===== config.mk =====
export PLATFORM = sky130hd
export DESIGN_NAME = aff2d_fifo
export DESIGN_NICKNAME = d
export VERILOG_FILES = /design/src/hdl/aff2d_pkg.sv /design/src/hdl/aff2d_fifo.sv
export SDC_FILE = /design/constraint.sdc
export NUM_CORES = 2
export LEC_CHECK = 0
export BUFFER_PORTS_ARGS = -buffer_cell sky130_fd_sc_hd__buf_2
export CAP_MARGIN = 10
export CELL_PAD_IN_SITES_DETAIL_PLACEMENT = 0
export CELL_PAD_IN_SITES_GLOBAL_PLACEMENT = 1
export CORE_ASPECT_RATIO = 1.4
export CORE_MARGIN = 2
export CORE_UTILIZATION = 58
export DETAILED_ROUTE_END_ITERATION = 10
export GPL_TIMING_DRIVEN = 1
export PLACE_DENSITY = 0.93
export RECOVER_POWER = 25
export SLEW_MARGIN = 40
export SYNTH_ARGS = -nofsm -noshare
export SYNTH_HDL_FRONTEND = slang
export SYNTH_SLANG_ARGS = --single-unit

===== constraint.sdc =====
create_clock -name clk_i -period 43.9 [get_ports clk_i]
set_clock_uncertainty 0.2 [all_clocks]
set_input_delay 13.17 -clock clk_i [delete_from_list [all_inputs] [get_ports clk_i]]
set_output_delay 13.17 -clock clk_i [all_outputs]
set_load 0.01 [all_outputs]

===== src/hdl/aff2d_pkg.sv =====
// Shared types, constants and helpers for the 2D affine point transform.
// No dependencies; every file but aff2d_div refers to this package.
package aff2d_pkg;

  localparam int unsigned FRAC_BITS_DEF = 16;
  localparam int unsigned QUEUE_DEPTH   = 8;

  localparam logic [1:0] MODE_POINT   = 2'd0;
  localparam logic [1:0] MODE_VECTOR  = 2'd1;
  localparam logic [1:0] MODE_INVERSE = 2'd2;

  localparam logic [2:0] REG_A  = 3'd0;
  localparam logic [2:0] REG_B  = 3'd1;
  localparam logic [2:0] REG_C  = 3'd2;
  localparam logic [2:0] REG_D  = 3'd3;
  localparam logic [2:0] REG_TX = 3'd4;
  localparam logic [2:0] REG_TY = 3'd5;

  typedef struct packed {
    logic signed [31:0] a;
    logic signed [31:0] b;
    logic signed [31:0] c;
    logic signed [31:0] d;
    logic signed [31:0] tx;
    logic signed [31:0] ty;
  } cfg_t;

  // One queued item: finished forward result, or inverse numerators and offsets
  typedef struct packed {
    logic               inv;
    logic signed [31:0] fx;
    logic signed [31:0] fy;
    logic               fsat;
    logic signed [65:0] nx;
    logic signed [65:0] ny;
    logic signed [32:0] dx;
    logic signed [32:0] dy;
  } qent_t;

  // Returns {clip, value} for a 67-bit signed input clamped to 32 bits
  function automatic logic [32:0] sat32(input logic signed [66:0] v);
    logic [32:0] r;
    if (v > 67'sd2147483647) begin
      r = {1'b1, 32'h7FFF_FFFF};
    end else if (v < -67'sd2147483648) begin
      r = {1'b1, 32'h8000_0000};
    end else begin
      r = {1'b0, v[31:0]};
    end
    return r;
  endfunction

endpackage


===== src/hdl/aff2d_fifo.sv =====
// Short queue between front and back end, register based.
// Depends on aff2d_pkg for the entry type and depth.
module aff2d_fifo (
  input  logic             clk_i,
  input  logic             rst_ni,
  input  logic             push_i,
  input  aff2d_pkg::qent_t push_data_i,
  input  logic             pop_i,
  output logic             valid_o,
  output aff2d_pkg::qent_t head_o
);

  localparam int unsigned DEPTH = aff2d_pkg::QUEUE_DEPTH;
  localparam int unsigned AW    = $clog2(DEPTH);

  aff2d_pkg::qent_t mem_q [DEPTH];
  logic [AW-1:0] wr_ptr_q, rd_ptr_q;
  logic [AW:0]   count_q;

  always_ff @(posedge clk_i or negedge rst_ni) begin
    if (!rst_ni) begin
      wr_ptr_q <= '0;
      rd_ptr_q <= '0;
      count_q  <= '0;
    end else begin
      if (push_i) wr_ptr_q <= wr_ptr_q + AW'(1);
      if (pop_i)  rd_ptr_q <= rd_ptr_q + AW'(1);
      count_q <= count_q + (AW+1)'(push_i) - (AW+1)'(pop_i);
    end
  end

  always_ff @(posedge clk_i) begin
    if (push_i) mem_q[wr_ptr_q] <= push_data_i;
  end

  assign valid_o = (count_q != '0);
  assign head_o  = mem_q[rd_ptr_q];

  a_no_overflow: assert property (@(posedge clk_i) disable iff (!rst_ni)
    !(push_i && !pop_i && count_q == (AW+1)'(DEPTH)))
    else $error("queue overflow");
  a_no_underflow: assert property (@(posedge clk_i) disable iff (!rst_ni)
    pop_i |-> count_q != '0)
    else $error("queue underflow");

endmodule


==> results.py <==
metrics = {
    "sta": {
        "max_freq_mhz": 54.6,
        "rsz0062_at_grt": "no",
        "period_needed_ns": 18.31,
        "tns_ns": 0,
        "slew_headroom_pct": 44.2,
        "layout_setup_ws_ns": 25.59,
        "finalCritPeriodShare_pct": 41.7,
        "finalHoldViolations": 0,
        "setup_violations": 0,
        "worst_slew_pin_slew_ns": 0.837,
        "slew_viol_final": 0,
    },
    "setup_path": {
        "worstSetupEndpointType": "output pin",
        "critPathKind": "register to output pin",
        "crit_path_start_kind": "register",
        "max_stage_delay_ns": 0.82,
        "critical_path_buf_inv_count": 5,
        "cp.required_ns": 30.53,
        "critPathMostFrequentCell": "buf_6",
        "path_delay_family": "buffers and inverters",
        "cp.arrival_ns": 4.94,
        "crit_chain": "buf_12 > buf_16 > buf_6 > buf_6 > mux4_2 > mux2_2 > buf_2",
        "slowest_stage": "dfrtp_4",
        "cp_max_fo": 89,
    },
    "final_layout": {
        "areaGrowthSynthToFinish_pct": 13.7,
        "drive_above_1_share_pct": 36.3,
        "layout_common_cells": "edfxtp_1, mux4_2, buf_2",
        "fin_cells": 5719,
        "nFillCells": 8137,
        "fin_nets": 4011,
        "layout_commonest_cell": "edfxtp_1",
    },
    "yosys": {
        "mappedNetlistNets": 3379,
        "yosys_warnings": 0,
        "ys_ff_latch": 2122,
        "avgSynthCellArea_um2": 25.8,
        "synthAdderAreaFrac_pct": 0.134,
        "yosysSeqAreaShare_pct": 79.4,
        "synth_top_family_by_area": "multiplexers",
        "synth_mux_area_share_pct": 19.0,
        "netlist_instances": 3103,
        "synth_xor_area_share_pct": 0.0655,
        "synth-compound-area-share_pct": 0.0156,
        "ys_types": 23,
        "synth_simple_gate_area_share_pct": 0.0889,
        "synth_area_um2": 80200,
    },
    "floorplan": {
        "core-area_um2": 137000,
        "die_area_um2": 141000,
        "die_x_um": 318,
        "pin_count": 533,
        "die_h_um": 444,
        "row_count": 161,
        "initial_utilization_pct": 58.4,
    },
    "route": {
        "ant_nets": 0,
        "routed_wl_mm": 176,
        "num_vias": 35985,
        "wl_met1_mm": 61.2,
        "wl_per_cell_um": 30.8,
        "routed_via_density": 6.29,
        "top_layer_used": "met5",
        "met3WireLength_mm": 13.6,
        "drt-initial-drc-count": 3526,
        "dr.pass1.iters": 5,
        "wl_met2_mm": 94.3,
        "route.detailed.drc": 0,
    },
    "clocking": {
        "htreeDepth": 4,
        "clock_latency_ns": 0.83,
        "clk_pin_slew_ns": 0.07,
        "cts_tree": "built",
        "cts_root_buf": "clkbuf_16",
        "ctsLongestPathBuffers": 3,
        "cts.sinks": 2122,
        "cts_hold_buffers": 0,
        "cts_resized": 0,
        "cts_buffers": 182,
        "cts_setup_buffers": 0,
    },
    "pwr": {
        "peakVddDrop_v": 0.0000556,
        "power.switching_mw": 1.84,
        "internal_power_mw": 4.32,
        "powerDensity_nw_per_um2": 67.6,
        "comb_power_share_pct": 30.7,
        "total_power_mw": 6.16,
        "clkPwrFrac_pct": 26.5,
        "power_frac_seq_pct": 42.8,
        "leakage_nw": 29.3,
        "switching_share_pct": 29.9,
    },
    "grt": {
        "grt_pass1_vias": 37666,
        "grt_pass1_wl_mm": 255,
        "antenna_found_initial": 46,
        "grt.overflow.total": 0,
        "grt_max_degree": 120,
        "grtUsageTotal_pct": 24.7,
    },
    "flow_run": {
        "drv_cap": 0,
    },
    "placed_design": {
        "post-dp-hpwl_mm": 90.3,
        "pre_cts_ws_ns": 25.98,
        "port_buffers": 532,
        "place_inst": 5339,
        "place.gp.congestion": 0.727,
    },
    "run_status": {
        "outcome": "complete, no violations",
    },
    "min_path": {
        "min_path_type": "register to register",
    },
}
stage by stage:
step | hold WS [ns] | util [%] | cell area [um^2]
final | 0.397 | 66.4 | 91200
after global routing | 0.418 | 66.4 | 91200
after CTS | 0.385 | 66.4 | 91200
after detailed placement | 0.354 | 62.0 | 85100
after global placement | 0.332 | 61.6 | 84600
after floorplan | 0.317 | - | 80200
power groups by stage:
stage / combinational [mW] / clock [mW] / sequential [mW]
after floorplan: 1.27 / 0 / 2.77
after global placement: 1.81 / 0 / 2.65
after detailed placement: 1.86 / 0 / 2.67
after CTS: 1.90 / 1.66 / 2.64
after global routing: 1.99 / 1.73 / 2.65
final: 1.89 / 1.63 / 2.63
flip-flops by register name (all words and copies together) (netlist names):
name	cells
rd_ptr_q	3
count_q	4
wr_ptr_q	3
mem_q	2112
kinds of logic after synthesis:
logic type	count (synthesis)
compound gates	2
simple gates	16
xor+xnor	6
flops	2122
fa+ha+maj	8
buf+inv	155
mux	794
final timing paths:
kind	startpoint	depth (start not counted)	slack [ns]	endpoint
worst max-delay path	rd_ptr_q[2]	7	25.59	head_o[178]
worst min-delay path	wr_ptr_q[1]	1	0.40	wr_ptr_q[1]
worst max register to register	wr_ptr_q[2]	5	39.67	mem_q[3][106]
worst min register to register	wr_ptr_q[1]	1	0.40	wr_ptr_q[1]
max in group asynchronous	rst_ni	1	30.96	rd_ptr_q[0]
min in group asynchronous	rst_ni	1	12.10	count_q[2]
metal layers:
metal / up-vias / track usage (%)
met4: 28 / 10.9
met1: 18996 / 30.8
met5: - / 0
met3: 348 / 5.07
li1: 14786 / -
met2: 1827 / 42.3
area by class of cell:
cell class	instances	area (um^2)	area share, %
multi-input cells	826	15500	17.0
inverters	8	30.0	0.0329
well taps	1793	2240	2.46
clock inverters	130	1380	1.52
flip-flops and latches	2122	63700	69.8
diodes	38	95.1	0.104
clock buffers	207	4690	5.14
repair buffers	595	3580	3.92
Yosys cell counts (all sizes together):
cell type,count,area share [%]
nand2b,3,0.023
edfxtp,2112,79
xnor2,3,0.033
ha,7,0.11
fa,1,0.025
nor3,2,0.012
xor2,3,0.033
nand2,4,0.019
buf,106,1.1
a21o,1,0.0094
nor2,6,0.028
mux2,266,3.7
mux4,528,15
dfrtp,10,0.31
dlygate4sd1,1,0.011
a21oi,1,0.0062
inv,8,0.037
nand3,1,0.0062
clkbuf,40,0.19
(Power assumes the default switching activity.)
