`src/hdl/aff2d_pkg.sv`:
```
// Shared types, constants and helpers for the 2D affine point transform.
// No dependencies; every file but aff2d_div refers to this package.
package aff2d_pkg;

  localparam int unsigned FRAC_BITS_DEF = 16;
  localparam int unsigned QUEUE_DEPTH   = 8;

  localparam logic [1:0] MODE_POINT   = 2'd0;
  localparam logic [1:0] MODE_VECTOR  = 2'd1;
  localparam logic [1:0] MODE_INVERSE = 2'd2;

  localparam logic [2:0] REG_A  = 3'd0;
  localparam logic [2:0] REG_B  = 3'd1;
  localparam logic [2:0] REG_C  = 3'd2;
  localparam logic [2:0] REG_D  = 3'd3;
  localparam logic [2:0] REG_TX = 3'd4;
  localparam logic [2:0] REG_TY = 3'd5;

  typedef struct packed {
    logic signed [31:0] a;
    logic signed [31:0] b;
    logic signed [31:0] c;
    logic signed [31:0] d;
    logic signed [31:0] tx;
    logic signed [31:0] ty;
  } cfg_t;

  // One queued item: finished forward result, or inverse numerators and offsets
  typedef struct packed {
    logic               inv;
    logic signed [31:0] fx;
    logic signed [31:0] fy;
    logic               fsat;
    logic signed [65:0] nx;
    logic signed [65:0] ny;
    logic signed [32:0] dx;
    logic signed [32:0] dy;
  } qent_t;

  // Returns {clip, value} for a 67-bit signed input clamped to 32 bits
  function automatic logic [32:0] sat32(input logic signed [66:0] v);
    logic [32:0] r;
    if (v > 67'sd2147483647) begin
      r = {1'b1, 32'h7FFF_FFFF};
    end else if (v < -67'sd2147483648) begin
      r = {1'b1, 32'h8000_0000};
    end else begin
      r = {1'b0, v[31:0]};
    end
    return r;
  endfunction

endpackage

```
`src/hdl/aff2d_div.sv`:
```
// Bit-serial restoring divider: trunc(|num| * 2^F / dm), signed and clamped.
// One quotient bit per step; depends on no package items.
module aff2d_div #(
  parameter int unsigned FRAC_BITS = 16
) (
  input  logic               clk_i,
  input  logic               load_i,
  input  logic               step_i,
  input  logic signed [65:0] num_i,
  input  logic [63:0]        dm_i,
  input  logic               den_neg_i,
  output logic [31:0]        res_o,
  output logic               clip_o
);

  localparam int unsigned NW = 66 + FRAC_BITS;
  localparam int unsigned HW = NW - 32;
  localparam int unsigned KW = (HW > 64) ? HW : 64;

  logic [65:0]    mag;
  logic [NW-1:0]  nsh;
  logic [HW-1:0]  hi;
  logic           ovf;
  logic [63:0]    rem_q, dm_q;
  logic [31:0]    low_q, quo_q;
  logic           ovf_q, neg_q;
  logic [64:0]    r2, diff;
  logic           ge;
  logic [31:0]    lim;

  assign mag = num_i[65] ? 66'(-num_i) : 66'(num_i);
  assign nsh = NW'(mag) << FRAC_BITS;
  assign hi  = nsh[NW-1:32];
  // Quotient needs more than 32 bits when the upper part already reaches dm
  assign ovf = (KW'(hi) >= KW'(dm_i));

  assign r2   = {rem_q, low_q[31]};
  assign diff = r2 - {1'b0, dm_q};
  assign ge   = (r2 >= {1'b0, dm_q});

  always_ff @(posedge clk_i) begin
    if (load_i) begin
      rem_q <= 64'(hi);
      low_q <= nsh[31:0];
      quo_q <= '0;
      dm_q  <= dm_i;
      ovf_q <= ovf;
      neg_q <= num_i[65] ^ den_neg_i;
    end else if (step_i) begin
      rem_q <= ge ? diff[63:0] : r2[63:0];
      low_q <= {low_q[30:0], 1'b0};
      quo_q <= {quo_q[30:0], ge};
    end
  end

  assign lim    = neg_q ? 32'h8000_0000 : 32'h7FFF_FFFF;
  assign clip_o = ovf_q | (quo_q > lim);
  assign res_o  = clip_o ? lim : (neg_q ? (~quo_q + 32'd1) : quo_q);

endmodule

```
`src/hdl/aff2d_back.sv`:
```
// Back end: drains the queue, emits forward results, runs inverse divisions
// and the singular fallback. Depends on aff2d_pkg and aff2d_div.
module aff2d_back #(
  parameter int unsigned FRAC_BITS = aff2d_pkg::FRAC_BITS_DEF
) (
  input  logic               clk_i,
  input  logic               rst_ni,
  input  logic               head_valid_i,
  input  aff2d_pkg::qent_t   head_i,
  input  logic signed [63:0] det_i,
  output logic               pop_o,
  output logic               done_o,
  output logic signed [31:0] out_x_o,
  output logic signed [31:0] out_y_o,
  output logic               singular_o,
  output logic               saturated_o
);

  localparam logic [1:0] ST_IDLE = 2'd0;
  localparam logic [1:0] ST_DIV  = 2'd1;
  localparam logic [1:0] ST_FIN  = 2'd2;

  logic [1:0]  state_q, state_d;
  logic [4:0]  cnt_q, cnt_d;
  logic        done_q, done_d;
  logic [31:0] ox_q, ox_d, oy_q, oy_d;
  logic        sing_q, sing_d, sat_q, sat_d;

  logic        det_zero, load, step;
  logic [63:0] dm;
  logic [32:0] fb_x, fb_y;
  logic [31:0] qx, qy;
  logic        cx, cy;

  assign det_zero = (det_i == 64'sd0);
  assign dm       = det_i[63] ? 64'(-det_i) : 64'(det_i);
  assign pop_o    = (state_q == ST_IDLE) && head_valid_i;
  assign load     = pop_o && head_i.inv && !det_zero;
  assign step     = (state_q == ST_DIV);
  assign fb_x     = aff2d_pkg::sat32(67'(head_i.dx));
  assign fb_y     = aff2d_pkg::sat32(67'(head_i.dy));

  aff2d_div #(.FRAC_BITS(FRAC_BITS)) u_div_x (
    .clk_i, .load_i(load), .step_i(step), .num_i(head_i.nx), .dm_i(dm),
    .den_neg_i(det_i[63]), .res_o(qx), .clip_o(cx)
  );
  aff2d_div #(.FRAC_BITS(FRAC_BITS)) u_div_y (
    .clk_i, .load_i(load), .step_i(step), .num_i(head_i.ny), .dm_i(dm),
    .den_neg_i(det_i[63]), .res_o(qy), .clip_o(cy)
  );

  always_comb begin
    state_d = state_q;
    cnt_d   = cnt_q;
    done_d  = 1'b0;
    ox_d    = ox_q;
    oy_d    = oy_q;
    sing_d  = sing_q;
    sat_d   = sat_q;
    unique case (state_q)
      ST_IDLE: begin
        if (head_valid_i) begin
          if (!head_i.inv) begin
            done_d = 1'b1;
            ox_d   = head_i.fx;
            oy_d   = head_i.fy;
            sing_d = 1'b0;
            sat_d  = head_i.fsat;
          end else if (det_zero) begin
            done_d = 1'b1;
            ox_d   = fb_x[31:0];
            oy_d   = fb_y[31:0];
            sing_d = 1'b1;
            sat_d  = fb_x[32] | fb_y[32];
          end else begin
            state_d = ST_DIV;
            cnt_d   = '0;
          end
        end
      end
      ST_DIV: begin
        cnt_d = cnt_q + 5'd1;
        if (cnt_q == 5'd31) state_d = ST_FIN;
      end
      ST_FIN: begin
        done_d  = 1'b1;
        ox_d    = qx;
        oy_d    = qy;
        sing_d  = 1'b0;
        sat_d   = cx | cy;
        state_d = ST_IDLE;
      end
      default: state_d = ST_IDLE;
    endcase
  end

  always_ff @(posedge clk_i or negedge rst_ni) begin
    if (!rst_ni) begin
      state_q <= ST_IDLE;
      cnt_q   <= '0;
      done_q  <= 1'b0;
    end else begin
      state_q <= state_d;
      cnt_q   <= cnt_d;
      done_q  <= done_d;
    end
  end

  always_ff @(posedge clk_i) begin
    ox_q   <= ox_d;
    oy_q   <= oy_d;
    sing_q <= sing_d;
    sat_q  <= sat_d;
  end

  assign done_o      = done_q;
  assign out_x_o     = ox_q;
  assign out_y_o     = oy_q;
  assign singular_o  = sing_q;
  assign saturated_o = sat_q;

  a_pop_valid: assert property (@(posedge clk_i) disable iff (!rst_ni)
    pop_o |-> head_valid_i)
    else $error("pop from empty queue");
  a_div_no_pop: assert property (@(posedge clk_i) disable iff (!rst_ni)
    (state_q == ST_DIV) |-> !pop_o)
    else $error("queue drained during division");
  a_fin_done: assert property (@(posedge clk_i) disable iff (!rst_ni)
    (state_q == ST_FIN) |=> done_o && !singular_o)
    else $error("division finished without a result");

endmodule
```
`config.mk`:
```
export PLATFORM = sky130hd
export DESIGN_NAME = aff2d_back
export DESIGN_NICKNAME = d
export VERILOG_FILES = /design/src/hdl/aff2d_pkg.sv /design/src/hdl/aff2d_div.sv /design/src/hdl/aff2d_back.sv
export SDC_FILE = /design/constraint.sdc
export NUM_CORES = 1
export LEC_CHECK = 0
export CAP_MARGIN = 20
export CORE_UTILIZATION = 60
export DETAILED_ROUTE_END_ITERATION = 8
export DONT_BUFFER_PORTS = 1
export HOLD_SLACK_MARGIN = 0.03
export PLACE_DENSITY = 0.8
export SLEW_MARGIN = 0
export SYNTH_ARGS = -nofsm -noshare
export SYNTH_HDL_FRONTEND = slang
export SYNTH_SLANG_ARGS = --single-unit
```
`constraint.sdc`:
```
create_clock -name clk_i -period 10.2 [get_ports clk_i]
set_input_delay 2.55 -clock clk_i [delete_from_list [all_inputs] [get_ports clk_i]]
set_output_delay 2.55 -clock clk_i [all_outputs]
set_load 0.03 [all_outputs]
```
==> out/metrics.yaml <==
outcome:
  status: "finished clean"
sta:
  rsz0062_at_grt: "no"
  final.setup.tns_ns: 0
  setup_viol: 0
  slew_violations: 0
  worst_slew_pin_slew_ns: 1.07
  slew_headroom_pct: 28.8
  period_share_pct: 73.3
  fin_crit_ns: 7.48
  fin_worst_skew_ns: 0.0208
  setup_ws_ns: 2.72
  hold_viol: 0
  max_freq_mhz: 134
drt:
  met2_length_microns: 47200
  wl_per_cell_microns: 22.2
  vias: 30700
  dr.first_iter.drc_count: 2885
  wirelength_microns: 103000
  drt-met1-wl_microns: 40400
  drt_pass1_iterations: 6
  highest_layer: "met5"
  detail-route-antenna-nets: 0
  route.met3.wl_microns: 10200
  viasPerCell: 6.60
  drcViolationCount: 0
pwr:
  power.density_nw_per_um2: 284
  power_mw: 9.88
  power_leakage_nw: 13.8
  vdd_drop_max_v: 0.000196
synth:
  synth_top_family_by_area: "compound AO/OA/AOI/OAI gates"
  synthXorXnorAreaFrac_pct: 8.14
  yosys.area_share.simple_pct: 18.1
  async_flop_share_pct: 2.19
  synthMuxAreaShare_pct: 0.943
  synth_area_per_cell_sq_um: 8.12
  synth_compound_area_share_pct: 26.3
  synth-adder-area-share_pct: 11.4
  dominantRegCellSynth: "edfxtp_1"
  synth-seq-area-share_pct: 30.4
  synth_nets: 4697
  synthDistinctLibCells: 89
  syn_area_sq_um: 33000
  synth_edf_count: 266
  syn_inst: 4067
  ys_seq_elements: 366
  yosysWarnings: 0
critical_path:
  ff2ff_path_depth: 14
  cp.required_ns: 10.52
  critPathMaxFanout: 9
  worstSetupPathType: "in2reg"
  end_kind: "register"
  startpoint_type: "input port"
  crit_arrival_ns: 7.80
cts:
  cts_sinks: 366
  path_clk_slew_ns: 0.06
  clk_path_buf_depth: 3
  cts_hold_buf: 0
  cts_setup_buffers: 0
  root_buffer: "clkbuf_16"
  clock_latency_ns: 0.60
  cts_tree: "done"
  numCtsBuffers: 44
  ctsResizeCount: 0
  htree_levels: 2
global_routing:
  overflow: 0
  grt_pass1_vias: 28800
  grt_use_total_pct: 35.7
  grt_max_degree: 204
  grt_pass1_wl_microns: 158000
  antenna_found_initial: 5
floorplanning:
  placeableCoreArea_sq_um: 54100
  die_area_sq_um: 56000
  core.rowCount: 85
  pin_count: 399
  start_util_pct: 61.0
  die_h_microns: 237
  die_width_microns: 237
cells_and_area:
  area_growth_pct: 5.16
  fillers: 4659
  drive_gt1_share_pct: 4.06
  layout_commonest_cell: "o21ai_0"
  fin_nets: 4556
  finish.utilization_pct: 64.2
  layout_common_cells: "436 x o21ai_0, 420 x a21oi_1, 404 x nand2_1"
placement:
  gp_congestion: 0.999
  dp_hpwl_microns: 78600
  portBuffers: 0
  pre_cts_slack_ns: 2.19
run:
  maxCapViolations: 0
worst_hold_path:
  hold_depth: 2
  hp-class: "reg2reg"
==> power breakdown <==
group          switching [mW]  internal [mW]  leakage [nW]
Sequential              0.486           2.35          3.51
Combinational            3.26           2.17          9.59
Clock                   0.670          0.934         0.702
Total                    4.41           5.46          13.8
==> worst max-delay path, cell delays in order <==
cell	delay [ns]
or4_1	0.55
or3_1	0.39
or3_1	0.56
or3_1	0.44
or3_1	0.50
nand2b_1	0.43
o31ai_1	0.39
xnor2_1	0.19
ha_1	0.29
a21o_1	0.18
a21oi_1	0.14
nor2b_1	0.06
o21ai_0	0.14
nand2b_1	0.07
a21oi_1	0.14
nor2b_1	0.06
o21ai_0	0.27
o211ai_1	0.18
a31oi_1	0.17
a221oi_1	0.10
==> cell type report <==
type	instances	area, sq um	share of cell area, %
Clock buffer	57	1200	3.46
Timing Repair Buffer	23	203	0.584
Tap cell	696	871	2.51
Inverter	183	692	1.99
Sequential cell	366	10000	28.9
Multi-Input combinational cell	3308	21500	61.9
Antenna cell	2	5.00	0.0144
Clock inverter	24	235	0.677
==> flip-flops by register name, summed over array words and instances (netlist names), 2 cells and up <==
signal         flops
u_div_y.low_q     16
u_div_x.low_q     16
u_div_x.quo_q     32
cnt_q              5
out_x_o           32
u_div_y.quo_q     32
u_div_y.rem_q     64
u_div_x.rem_q     64
out_y_o           32
u_div_x.dm_q      64
state_q            2
==> cell usage after synthesis, drive strengths merged (68+ instances only) <==
cell type / count / area [sq um]
xor2: 148 / 1300
dfxtp: 92 / 1840
xnor2: 159 / 1390
inv: 183 / 687
nor3: 68 / 345
a21o: 108 / 811
a21oi: 447 / 2340
o21ai: 447 / 2240
clkbuf: 173 / 651
edfxtp: 266 / 7990
ha: 297 / 3720
nand2: 406 / 1520
nor2: 329 / 1240
==> final timing paths <==
kind | start | end | slack (ns)
worst min-delay path | u_div_y.rem_q[54]$_SDFFE_PP0P_ | u_div_y.rem_q[54]$_SDFFE_PP0P_ | 0.48
worst max register to register | u_div_x.dm_q[11]$_DFFE_PP_ | u_div_x.rem_q[48]$_DFFE_PP_ | 5.24
worst max-delay path | head_i[140] | u_div_x.ovf_q$_DFFE_PP_ | 2.72
min in group asynchronous | rst_ni | cnt_q[1]$_DFFE_PN0P_ | 1.66
worst min register to register | u_div_y.rem_q[54]$_SDFFE_PP0P_ | u_div_y.rem_q[54]$_SDFFE_PP0P_ | 0.48
max in group asynchronous | rst_ni | state_q[1]$_DFFE_PN0P_ | 8.47
==> logic make-up (layout without fill, tap and decap cells) <==
family                     count (synthesis)  count (layout)
xor gates and xnor gates                 307             307
muxes                                     31              31
other                                      0               2
buffers and inverters                    393             287
DFF                                      366             366
and+or+nand+nor                         1248            1248
AOI/OAI and AO/OA                       1422            1422
adders and majority gates                300             300
==> through the flow <==
stage	hold slack [ns]	cell area, sq um	std cells
after floorplan	0.450	33000	4067
after global placement	0.467	33300	4574
after detailed placement	0.473	33300	4574
after CTS	0.485	34700	4655
after global routing	0.519	34700	4659
final	0.482	34700	4659
==> layer usage <==
| layer | track usage (%) | up-vias |
|---|---|---|
| met1 | 43.2 | 14300 |
| met3 | 8.82 | 285 |
| met5 | 0 | - |
| met4 | 18.3 | 4 |
| met2 | 59.0 | 1447 |
| li1 | - | 14700 |
Power figures use the tool's default switching activity.
